File: src/rtl/core/kmbt_pkg.sv
`default_nettype none

package kmbt_pkg;

    // default number of table entries
    localparam int TABLE_DEPTH_DEF = 64;

    // field widths fixed by the item format
    localparam int KEY_W   = 16;
    localparam int MOD_W   = 8;
    localparam int CMD_W   = 16;
    localparam int INDEX_W = 6;
    localparam int COUNT_W = 7;

    typedef enum logic [1:0] {
        OP_BIND   = 2'd0,
        OP_UNBIND = 2'd1,
        OP_FIND   = 2'd2,
        OP_READ   = 2'd3
    } t_op;

    typedef enum logic [1:0] {
        ST_OK        = 2'd0,
        ST_NOT_FOUND = 2'd1,
        ST_FULL      = 2'd2,
        ST_RANGE     = 2'd3
    } t_status;

    typedef struct packed {
        t_op                  op;
        logic [KEY_W-1:0]     key;
        logic [MOD_W-1:0]     modifiers;
        logic [CMD_W-1:0]     command;
        logic [INDEX_W-1:0]   index;
    } t_in_item;

    typedef struct packed {
        t_status              status;
        logic [CMD_W-1:0]     command_out;
        logic [KEY_W-1:0]     key_out;
        logic [MOD_W-1:0]     modifiers_out;
        logic [COUNT_W-1:0]   entry_count;
    } t_out_item;

    // one stored binding
    typedef struct packed {
        logic [KEY_W-1:0]     key;
        logic [MOD_W-1:0]     modifiers;
        logic [CMD_W-1:0]     command;
    } t_entry;

endpackage

`default_nettype wire

File: src/rtl/core/key_modifier_binding_table.sv
`default_nettype none

// channel   direction  handshake                   payload
// in        input      i_in_valid / o_in_ready     i_in_data  (kmbt_pkg::t_in_item)
// out       output     o_out_valid / i_out_ready   o_out_data (kmbt_pkg::t_out_item)
//
// bind, unbind and find scan the table one entry per cycle through the single
// read port of the entry memory; unbind then moves each later entry down one place,
// one per cycle; read fetches the entry at its index directly, without a scan.
// reset clears the entry count and control only; the entry memory is not cleared,
// entries at or above the count are never read.
// one item is taken at a time; its result sits in the output register and the next
// item may be accepted while that result waits for the downstream side.

module key_modifier_binding_table #(
    parameter int TABLE_DEPTH = kmbt_pkg::TABLE_DEPTH_DEF
) (
    input  wire logic                 i_clk,
    input  wire logic                 i_rst_n,
    input  wire logic                 i_in_valid,
    output logic                      o_in_ready,
    input  wire kmbt_pkg::t_in_item   i_in_data,
    output logic                      o_out_valid,
    input  wire logic                 i_out_ready,
    output kmbt_pkg::t_out_item       o_out_data
);

    localparam int AW = $clog2(TABLE_DEPTH);
    localparam int CW = $clog2(TABLE_DEPTH + 1);
    localparam int IW = kmbt_pkg::INDEX_W;
    localparam int NW = kmbt_pkg::COUNT_W;

    typedef enum logic [2:0] {
        S_IDLE,
        S_SCAN,
        S_SHIFT,
        S_RDWAIT,
        S_RESP
    } t_state;

    // entry memory, one write and one read port, registered read data
    kmbt_pkg::t_entry r_mem [TABLE_DEPTH];
    kmbt_pkg::t_entry r_rdata;

    logic             mem_we;
    logic [AW-1:0]    mem_waddr;
    kmbt_pkg::t_entry mem_wdata;
    logic             mem_re;
    logic [AW-1:0]    mem_raddr;

    t_state                          r_state, n_state;
    kmbt_pkg::t_op                   r_op, n_op;
    logic [kmbt_pkg::KEY_W-1:0]      r_key, n_key;
    logic [kmbt_pkg::MOD_W-1:0]      r_mod, n_mod;
    logic [kmbt_pkg::CMD_W-1:0]      r_cmd, n_cmd;
    logic [CW-1:0]                   r_count, n_count;
    logic [CW-1:0]                   r_ptr, n_ptr;
    logic                            r_pend, n_pend;
    logic [AW-1:0]                   r_paddr, n_paddr;
    kmbt_pkg::t_status               r_status, n_status;
    logic [kmbt_pkg::CMD_W-1:0]      r_res_cmd, n_res_cmd;
    logic [kmbt_pkg::KEY_W-1:0]      r_res_key, n_res_key;
    logic [kmbt_pkg::MOD_W-1:0]      r_res_mod, n_res_mod;
    logic                            r_out_valid, n_out_valid;
    kmbt_pkg::t_out_item             r_out, n_out;

    logic                            hit;
    logic                            more;
    logic [CW+IW-1:0]                idx_ext;
    logic [CW+IW-1:0]                cnt_cmp;
    logic [AW+IW-1:0]                idx_addr;
    logic [CW+NW-1:0]                cnt_out;

    // memory ports
    always_ff @(posedge i_clk) begin
        if (mem_we) begin
            r_mem[mem_waddr] <= mem_wdata;
        end
        if (mem_re) begin
            r_rdata <= r_mem[mem_raddr];
        end
    end

    // compare of the entry read last cycle, and widened index and count
    assign hit      = r_pend && (r_rdata.key == r_key) && (r_rdata.modifiers == r_mod);
    assign more     = (r_ptr < r_count);
    assign idx_ext  = {{CW{1'b0}}, i_in_data.index};
    assign cnt_cmp  = {{IW{1'b0}}, r_count};
    assign idx_addr = {{AW{1'b0}}, i_in_data.index};
    assign cnt_out  = {{NW{1'b0}}, r_count};

    // next state and memory control
    always_comb begin
        n_state     = r_state;
        n_op        = r_op;
        n_key       = r_key;
        n_mod       = r_mod;
        n_cmd       = r_cmd;
        n_count     = r_count;
        n_ptr       = r_ptr;
        n_pend      = 1'b0;
        n_paddr     = r_paddr;
        n_status    = r_status;
        n_res_cmd   = r_res_cmd;
        n_res_key   = r_res_key;
        n_res_mod   = r_res_mod;
        n_out_valid = r_out_valid && !i_out_ready;
        n_out       = r_out;
        mem_we      = 1'b0;
        mem_waddr   = r_paddr;
        mem_wdata   = '{key: r_key, modifiers: r_mod, command: r_cmd};
        mem_re      = 1'b0;
        mem_raddr   = r_ptr[AW-1:0];

        unique case (r_state)
            S_IDLE: begin
                if (i_in_valid) begin
                    n_op      = i_in_data.op;
                    n_key     = i_in_data.key;
                    n_mod     = i_in_data.modifiers;
                    n_cmd     = i_in_data.command;
                    n_ptr     = '0;
                    n_status  = kmbt_pkg::ST_OK;
                    n_res_cmd = '0;
                    n_res_key = '0;
                    n_res_mod = '0;
                    if (i_in_data.op == kmbt_pkg::OP_READ) begin
                        if (idx_ext < cnt_cmp) begin
                            mem_re    = 1'b1;
                            mem_raddr = idx_addr[AW-1:0];
                            n_state   = S_RDWAIT;
                        end else begin
                            n_status = kmbt_pkg::ST_RANGE;
                            n_state  = S_RESP;
                        end
                    end else begin
                        n_state = S_SCAN;
                    end
                end
            end

            S_SCAN: begin
                if (hit) begin
                    case (r_op)
                        kmbt_pkg::OP_BIND: begin
                            // existing pair: rewrite the command in place
                            mem_we    = 1'b1;
                            mem_waddr = r_paddr;
                            n_state   = S_RESP;
                        end
                        kmbt_pkg::OP_UNBIND: begin
                            n_ptr   = CW'(r_paddr) + CW'(1);
                            n_state = S_SHIFT;
                        end
                        default: begin
                            n_res_cmd = r_rdata.command;
                            n_state   = S_RESP;
                        end
                    endcase
                end else if (more) begin
                    mem_re    = 1'b1;
                    mem_raddr = r_ptr[AW-1:0];
                    n_paddr   = r_ptr[AW-1:0];
                    n_pend    = 1'b1;
                    n_ptr     = r_ptr + CW'(1);
                end else if (!r_pend || !hit) begin
                    n_state = S_RESP;
                    if (r_op == kmbt_pkg::OP_BIND) begin
                        if (r_count >= CW'(TABLE_DEPTH)) begin
                            n_status = kmbt_pkg::ST_FULL;
                        end else begin
                            // append at the end
                            mem_we    = 1'b1;
                            mem_waddr = r_count[AW-1:0];
                            n_count   = r_count + CW'(1);
                        end
                    end else begin
                        n_status = kmbt_pkg::ST_NOT_FOUND;
                    end
                end
            end

            S_SHIFT: begin
                // move the entry read last cycle down one place
                if (r_pend) begin
                    mem_we    = 1'b1;
                    mem_waddr = r_paddr - AW'(1);
                    mem_wdata = r_rdata;
                end
                if (more) begin
                    mem_re    = 1'b1;
                    mem_raddr = r_ptr[AW-1:0];
                    n_paddr   = r_ptr[AW-1:0];
                    n_pend    = 1'b1;
                    n_ptr     = r_ptr + CW'(1);
                end else if (!r_pend) begin
                    n_count = r_count - CW'(1);
                    n_state = S_RESP;
                end
            end

            S_RDWAIT: begin
                n_res_cmd = r_rdata.command;
                n_res_key = r_rdata.key;
                n_res_mod = r_rdata.modifiers;
                n_state   = S_RESP;
            end

            S_RESP: begin
                // load the output register once it is free
                if (!r_out_valid || i_out_ready) begin
                    n_out_valid         = 1'b1;
                    n_out.status        = r_status;
                    n_out.command_out   = r_res_cmd;
                    n_out.key_out       = r_res_key;
                    n_out.modifiers_out = r_res_mod;
                    n_out.entry_count   = cnt_out[NW-1:0];
                    n_state             = S_IDLE;
                end
            end

            default: begin
                n_state = S_IDLE;
            end
        endcase
    end

    // state and registered outputs
    always_ff @(posedge i_clk) begin
        if (!i_rst_n) begin
            r_state     <= S_IDLE;
            r_count     <= '0;
            r_pend      <= 1'b0;
            r_out_valid <= 1'b0;
        end else begin
            r_state     <= n_state;
            r_op        <= n_op;
            r_key       <= n_key;
            r_mod       <= n_mod;
            r_cmd       <= n_cmd;
            r_count     <= n_count;
            r_ptr       <= n_ptr;
            r_pend      <= n_pend;
            r_paddr     <= n_paddr;
            r_status    <= n_status;
            r_res_cmd   <= n_res_cmd;
            r_res_key   <= n_res_key;
            r_res_mod   <= n_res_mod;
            r_out_valid <= n_out_valid;
            r_out       <= n_out;
        end
    end

    assign o_in_ready  = (r_state == S_IDLE);
    assign o_out_valid = r_out_valid;
    assign o_out_data  = r_out;

    // count stays within the table
    a_count_range: assert property (@(posedge i_clk) disable iff (!i_rst_n)
        r_count <= CW'(TABLE_DEPTH))
        else $error("entry count above table depth");

    // one item at a time
    a_one_item: assert property (@(posedge i_clk) disable iff (!i_rst_n)
        (i_in_valid && o_in_ready) |=> !o_in_ready)
        else $error("second item taken while busy");

    // count moves only as an operation completes
    a_count_step: assert property (@(posedge i_clk) disable iff (!i_rst_n)
        (r_count != $past(r_count)) |-> (r_state == S_RESP))
        else $error("entry count changed outside completion");

    // no memory write while idle
    a_idle_write: assert property (@(posedge i_clk) disable iff (!i_rst_n)
        mem_we |-> (r_state != S_IDLE))
        else $error("memory write while idle");

endmodule

`default_nettype wire

File: config.mk
export PLATFORM = sky130hd
export DESIGN_NAME = key_modifier_binding_table
export DESIGN_NICKNAME = d
export VERILOG_FILES = /design/src/rtl/core/kmbt_pkg.sv /design/src/rtl/core/key_modifier_binding_table.sv
export SDC_FILE = /design/constraint.sdc
export NUM_CORES = 2
export LEC_CHECK = 0
export BUFFER_PORTS_ARGS = -buffer_cell sky130_fd_sc_hd__buf_2
export CORE_ASPECT_RATIO = 1.4
export CORE_MARGIN = 10
export CORE_UTILIZATION = 55
export CTS_CLUSTER_DIAMETER = 150
export CTS_CLUSTER_SIZE = 20
export DETAILED_ROUTE_END_ITERATION = 7
export GPL_ROUTABILITY_DRIVEN = 0
export PLACE_DENSITY = 0.71
export SLEW_MARGIN = 15
export SYNTH_ARGS = -nofsm -noshare
export SYNTH_HDL_FRONTEND = slang
export SYNTH_SLANG_ARGS = --single-unit
File: constraint.sdc
create_clock -name i_clk -period 15.75 [get_ports i_clk]
set_input_delay 0.7875 -clock i_clk [delete_from_list [all_inputs] [get_ports i_clk]]
set_output_delay 0.7875 -clock i_clk [all_outputs]
set_load 0.01 [all_outputs]
==> impl_metrics.csv <==
group,metric,value,unit
placed_design,placement.setup.worst_slack,8210,ps
floorplanning,initial_core_util,0.553,
logic_synthesis,ys_types,85,
logic_synthesis,netlist.area_leader.share,0.764,
setup_path,crit_path_end_kind,"register",
finish,most_common_cell_after_layout_fill_and_taps_aside,"sky130_fd_sc_hd__edfxtp_1",
setup_path,worst-r2r-setup-slack,8660,ps
global_routing,grt_antenna_before_repair,28,
route,drc,0,
clock_network,numClockSinks,2758,
timing,rsz0062_at_grt,"no",
setup_path,timing.rr.end,"r_rdata[2]$_DFFE_PP_",
setup_path,worst-r2r-cell-count,12,
global_routing,met2_usage,0.482,
clock_network,post_cts.repair.setup_buffers,0,
hold_path,hold_path_end,"r_cmd[1]$_DFFE_PP_",
logic_synthesis,synth-edff-count,2746,
finish,filler_cell_count,13900,
logic_synthesis,postSynthCellCount,6464,
timing,fin_setup_tns,0,ps
clock_network,cts.hold.buffers_added,0,
floorplanning,core_area,195000,um^2
route,vias_cell,7.09,
clock_network,post_cts_resized,0,
timing,report.final.slew_viol_count,0,
route,wl_per_cell,37.4,um
global_routing,grt_start_max_net_pins,158,
setup_path,cp-start-kind,"register",
route,postRouteWirelength,343000,um
route,ant_nets,0,
pwr,power_density,155,nW/um^2
setup_path,critical_path_peak_fanout,52,
pwr,power.ir.vdd_worst,124,uV
timing,clock_skew,36.9,ps
route,vias,65100,
timing,timing_hold_violations_final,0,
finish,mostFrequentLayoutCells,"2746 x sky130_fd_sc_hd__edfxtp_1, 889 x sky130_fd_sc_hd__nand2_1, 423 x sky130_fd_sc_hd__mux2i_1",
timing,period_minus_slack,7090,ps
floorplanning,placementRows,192,
floorplanning,io-pin-count,103,
floorplanning,chipWidth,394,um
global_routing,grt_overflow_total,0,
global_routing,grt_use_met3,0.0840,
finish,utilization,0.597,
timing,relSlewSlack,0.0920,
route,drt-initial-drc-count,10800,
outcome,status,"finished clean",
timing,timing.final.crit_share,0.450,
logic_synthesis,yosys_register_bits,2758,
hold_path,hold_path_depth,1,
clock_network,cts_root_buf,"sky130_fd_sc_hd__clkbuf_16",
floorplanning,die-height,544,um
placed_design,place_hpwl,188000,um
logic_synthesis,ys_seq_area_frac,0.766,
timing,timing_worst_slew_pin_value,1360,ps
route,dr.pass1.iters,6,
global_routing,first_global_vias,61900,
logic_synthesis,yosys-top-cells-area,"sky130_fd_sc_hd__edfxtp_1 76%, sky130_fd_sc_hd__mux2i_1 3.9%, sky130_fd_sc_hd__mux4_2 3.5%",
setup_path,r2r_start,"r_count[4]$_SDFFE_PN0P_",
setup_path,worstSetupPathType,"reg -> reg",
pwr,fin_total_pwr,18.1,mW
timing,achievable_frequency,0.141,GHz
hold_path,hold_path_class,"in -> reg",
floorplanning,die_area,215000,um^2
pwr,power.static_leakage,37.6,nW
logic_synthesis,mappedNetlistNets,6536,
finish,nNetsFinal,6609,
clock_network,cts-buffers-inserted,163,
setup_path,crit_required,16330,ps
logic_synthesis,post_synth.cell_area_avg,16.7,um^2
finish,syn2layout_area_growth,7.91,%
clock_network,h-tree-depth,4,
logic_synthesis,asyncSetResetFlopFracSynth,0,
logic_synthesis,yosys_warnings,0,
logic_synthesis,synth_largest_area_cell,"sky130_fd_sc_hd__edfxtp_1",
logic_synthesis,dominantRegCellSynth,"sky130_fd_sc_hd__edfxtp_1",
clock_network,tritoncts_clock_tree,"built",
global_routing,first_pass_grt_wire_length,474000,um
clock_network,insertion_delay,850,ps
placed_design,numPortBuffers,102,
finish,final_layout_size_suffix_gt1_frac,0.128,
global_routing,gr-usage-all-layers,0.311,
timing,post-route-worst-setup-slack,8660,ps
setup_path,worst_ep_arrival_time,7670,ps
clock_network,cts.reportedPaths.clkPinSlew,80,ps
global_routing,gr-usage-met1,0.392,
hold_path,hold_crit_start,"i_in_data[7]",
timing,report.final.setup_viol,0,
clock_network,clock_tree.buffer_depth,4,
global_routing,grt.busiest_layer,"met2",
logic_synthesis,post_syn_area,108000,um^2
job,drv.max_cap_violation_count,0,
==> cell usage after synthesis (63+ instances only) <==
master	number
sky130_fd_sc_hd__a31oi_1	63
sky130_fd_sc_hd__o21ai_0	90
sky130_fd_sc_hd__nor3_1	69
sky130_fd_sc_hd__buf_2	184
sky130_fd_sc_hd__nand3_1	170
sky130_fd_sc_hd__o22ai_1	137
sky130_fd_sc_hd__mux2_2	71
sky130_fd_sc_hd__edfxtp_1	2746
sky130_fd_sc_hd__clkbuf_1	126
sky130_fd_sc_hd__mux4_2	170
sky130_fd_sc_hd__nor2_1	116
sky130_fd_sc_hd__nand2_1	891
sky130_fd_sc_hd__mux2i_1	426
sky130_fd_sc_hd__a21oi_1	344
sky130_fd_sc_hd__o221ai_1	81
sky130_fd_sc_hd__a32oi_1	65
sky130_fd_sc_hd__a22oi_1	63
==> worst max path at each step <==
| stage | startpoint | to | slack, ps | depth (start not counted) |
|---|---|---|---|---|
| final | r_count[4]$_SDFFE_PN0P_ | r_rdata[2]$_DFFE_PP_ | 8660 | 12 |
| after detailed placement | i_in_data[4] | r_rdata[2]$_DFFE_PP_ | 8210 | 12 |
| after global routing | r_count[4]$_SDFFE_PN0P_ | r_rdata[2]$_DFFE_PP_ | 8370 | 12 |
| after floorplan | r_ptr[5]$_DFFE_PP_ | r_mem[45][0]$_DFFE_PP_ | 9570 | 10 |
| after global placement | i_in_data[4] | r_rdata[14]$_DFFE_PP_ | 8170 | 13 |
| after CTS | r_count[5]$_SDFFE_PN0P_ | r_rdata[2]$_DFFE_PP_ | 8700 | 13 |
==> where the power goes <==
group | total (mW) | leakage (nW) | internal, mW | switching (mW)
Combinational | 5.24 | 10.7 | 1.53 | 3.71
Sequential | 8.73 | 24.8 | 8.53 | 0.196
Clock | 4.11 | 2.06 | 1.88 | 2.23
Total | 18.1 | 37.6 | 11.9 | 6.14
==> layer usage <==
| layer | part of all wire | up-vias |
|---|---|---|
| li1 | - | 25500 |
| met1 | 0.33 | 32800 |
| met2 | 0.46 | 5489 |
| met3 | 0.14 | 1238 |
| met4 | 0.074 | 16 |
| met5 | 0.00029 | - |
==> registers in the layout (all words and copies together), names as in the netlist <==
signal / flops
o_out_data: 49
o_out_valid: 1
r_cmd: 16
r_count: 7
r_key: 16
r_mem: 2560
r_mod: 8
r_op: 2
r_paddr: 6
r_pend: 1
r_ptr: 7
r_rdata: 40
r_res_cmd: 16
r_res_key: 16
r_res_mod: 8
r_state: 3
r_status: 2
==> metrics by stage <==
stage,hold slack [ps],area [um^2],cells
after floorplan,400,108000,6464
after global placement,401,112000,8989
after detailed placement,405,112000,8990
after CTS,87.1,116000,9164
after global routing,95.9,116000,9166
final,111,117000,9184
==> cells by family after synthesis <==
| family | share of synthesized area |
|---|---|
| adder cells (fa/ha/maj) | 0.00239 |
| buffers and inverters | 0.0179 |
| multiplexers | 0.0827 |
| AND/OR/NAND/NOR | 0.0618 |
| XOR/XNOR | 0.00308 |
| AO/OA/AOI/OAI | 0.0663 |
| flip-flops | 0.766 |
==> cell type report <==
class	count	area (um^2)	area share
multi-input cells	3303	24200	0.208
inverters	23	86.3	0.000741
clock inverters	3	28.8	0.000247
repair buffers	288	2030	0.0175
diodes	19	47.5	0.000408
flip-flops and latches	2758	82700	0.710
well taps	2619	3280	0.0281
clock buffers	171	4170	0.0358
==> critical path, cell delays in order, from the launching register on <==
cell	delay (ps)
sky130_fd_sc_hd__dfxtp_1	380
sky130_fd_sc_hd__inv_1	110
sky130_fd_sc_hd__ha_1	290
sky130_fd_sc_hd__a211oi_1	390
sky130_fd_sc_hd__o32a_1	780
sky130_fd_sc_hd__a21boi_2	270
sky130_fd_sc_hd__nor2_8	870
sky130_fd_sc_hd__buf_4	840
sky130_fd_sc_hd__buf_4	780
sky130_fd_sc_hd__mux4_2	580
sky130_fd_sc_hd__a2111oi_0	900
sky130_fd_sc_hd__o32ai_1	200
sky130_fd_sc_hd__or3_1	410
Power figures use the tool's default switching activity.
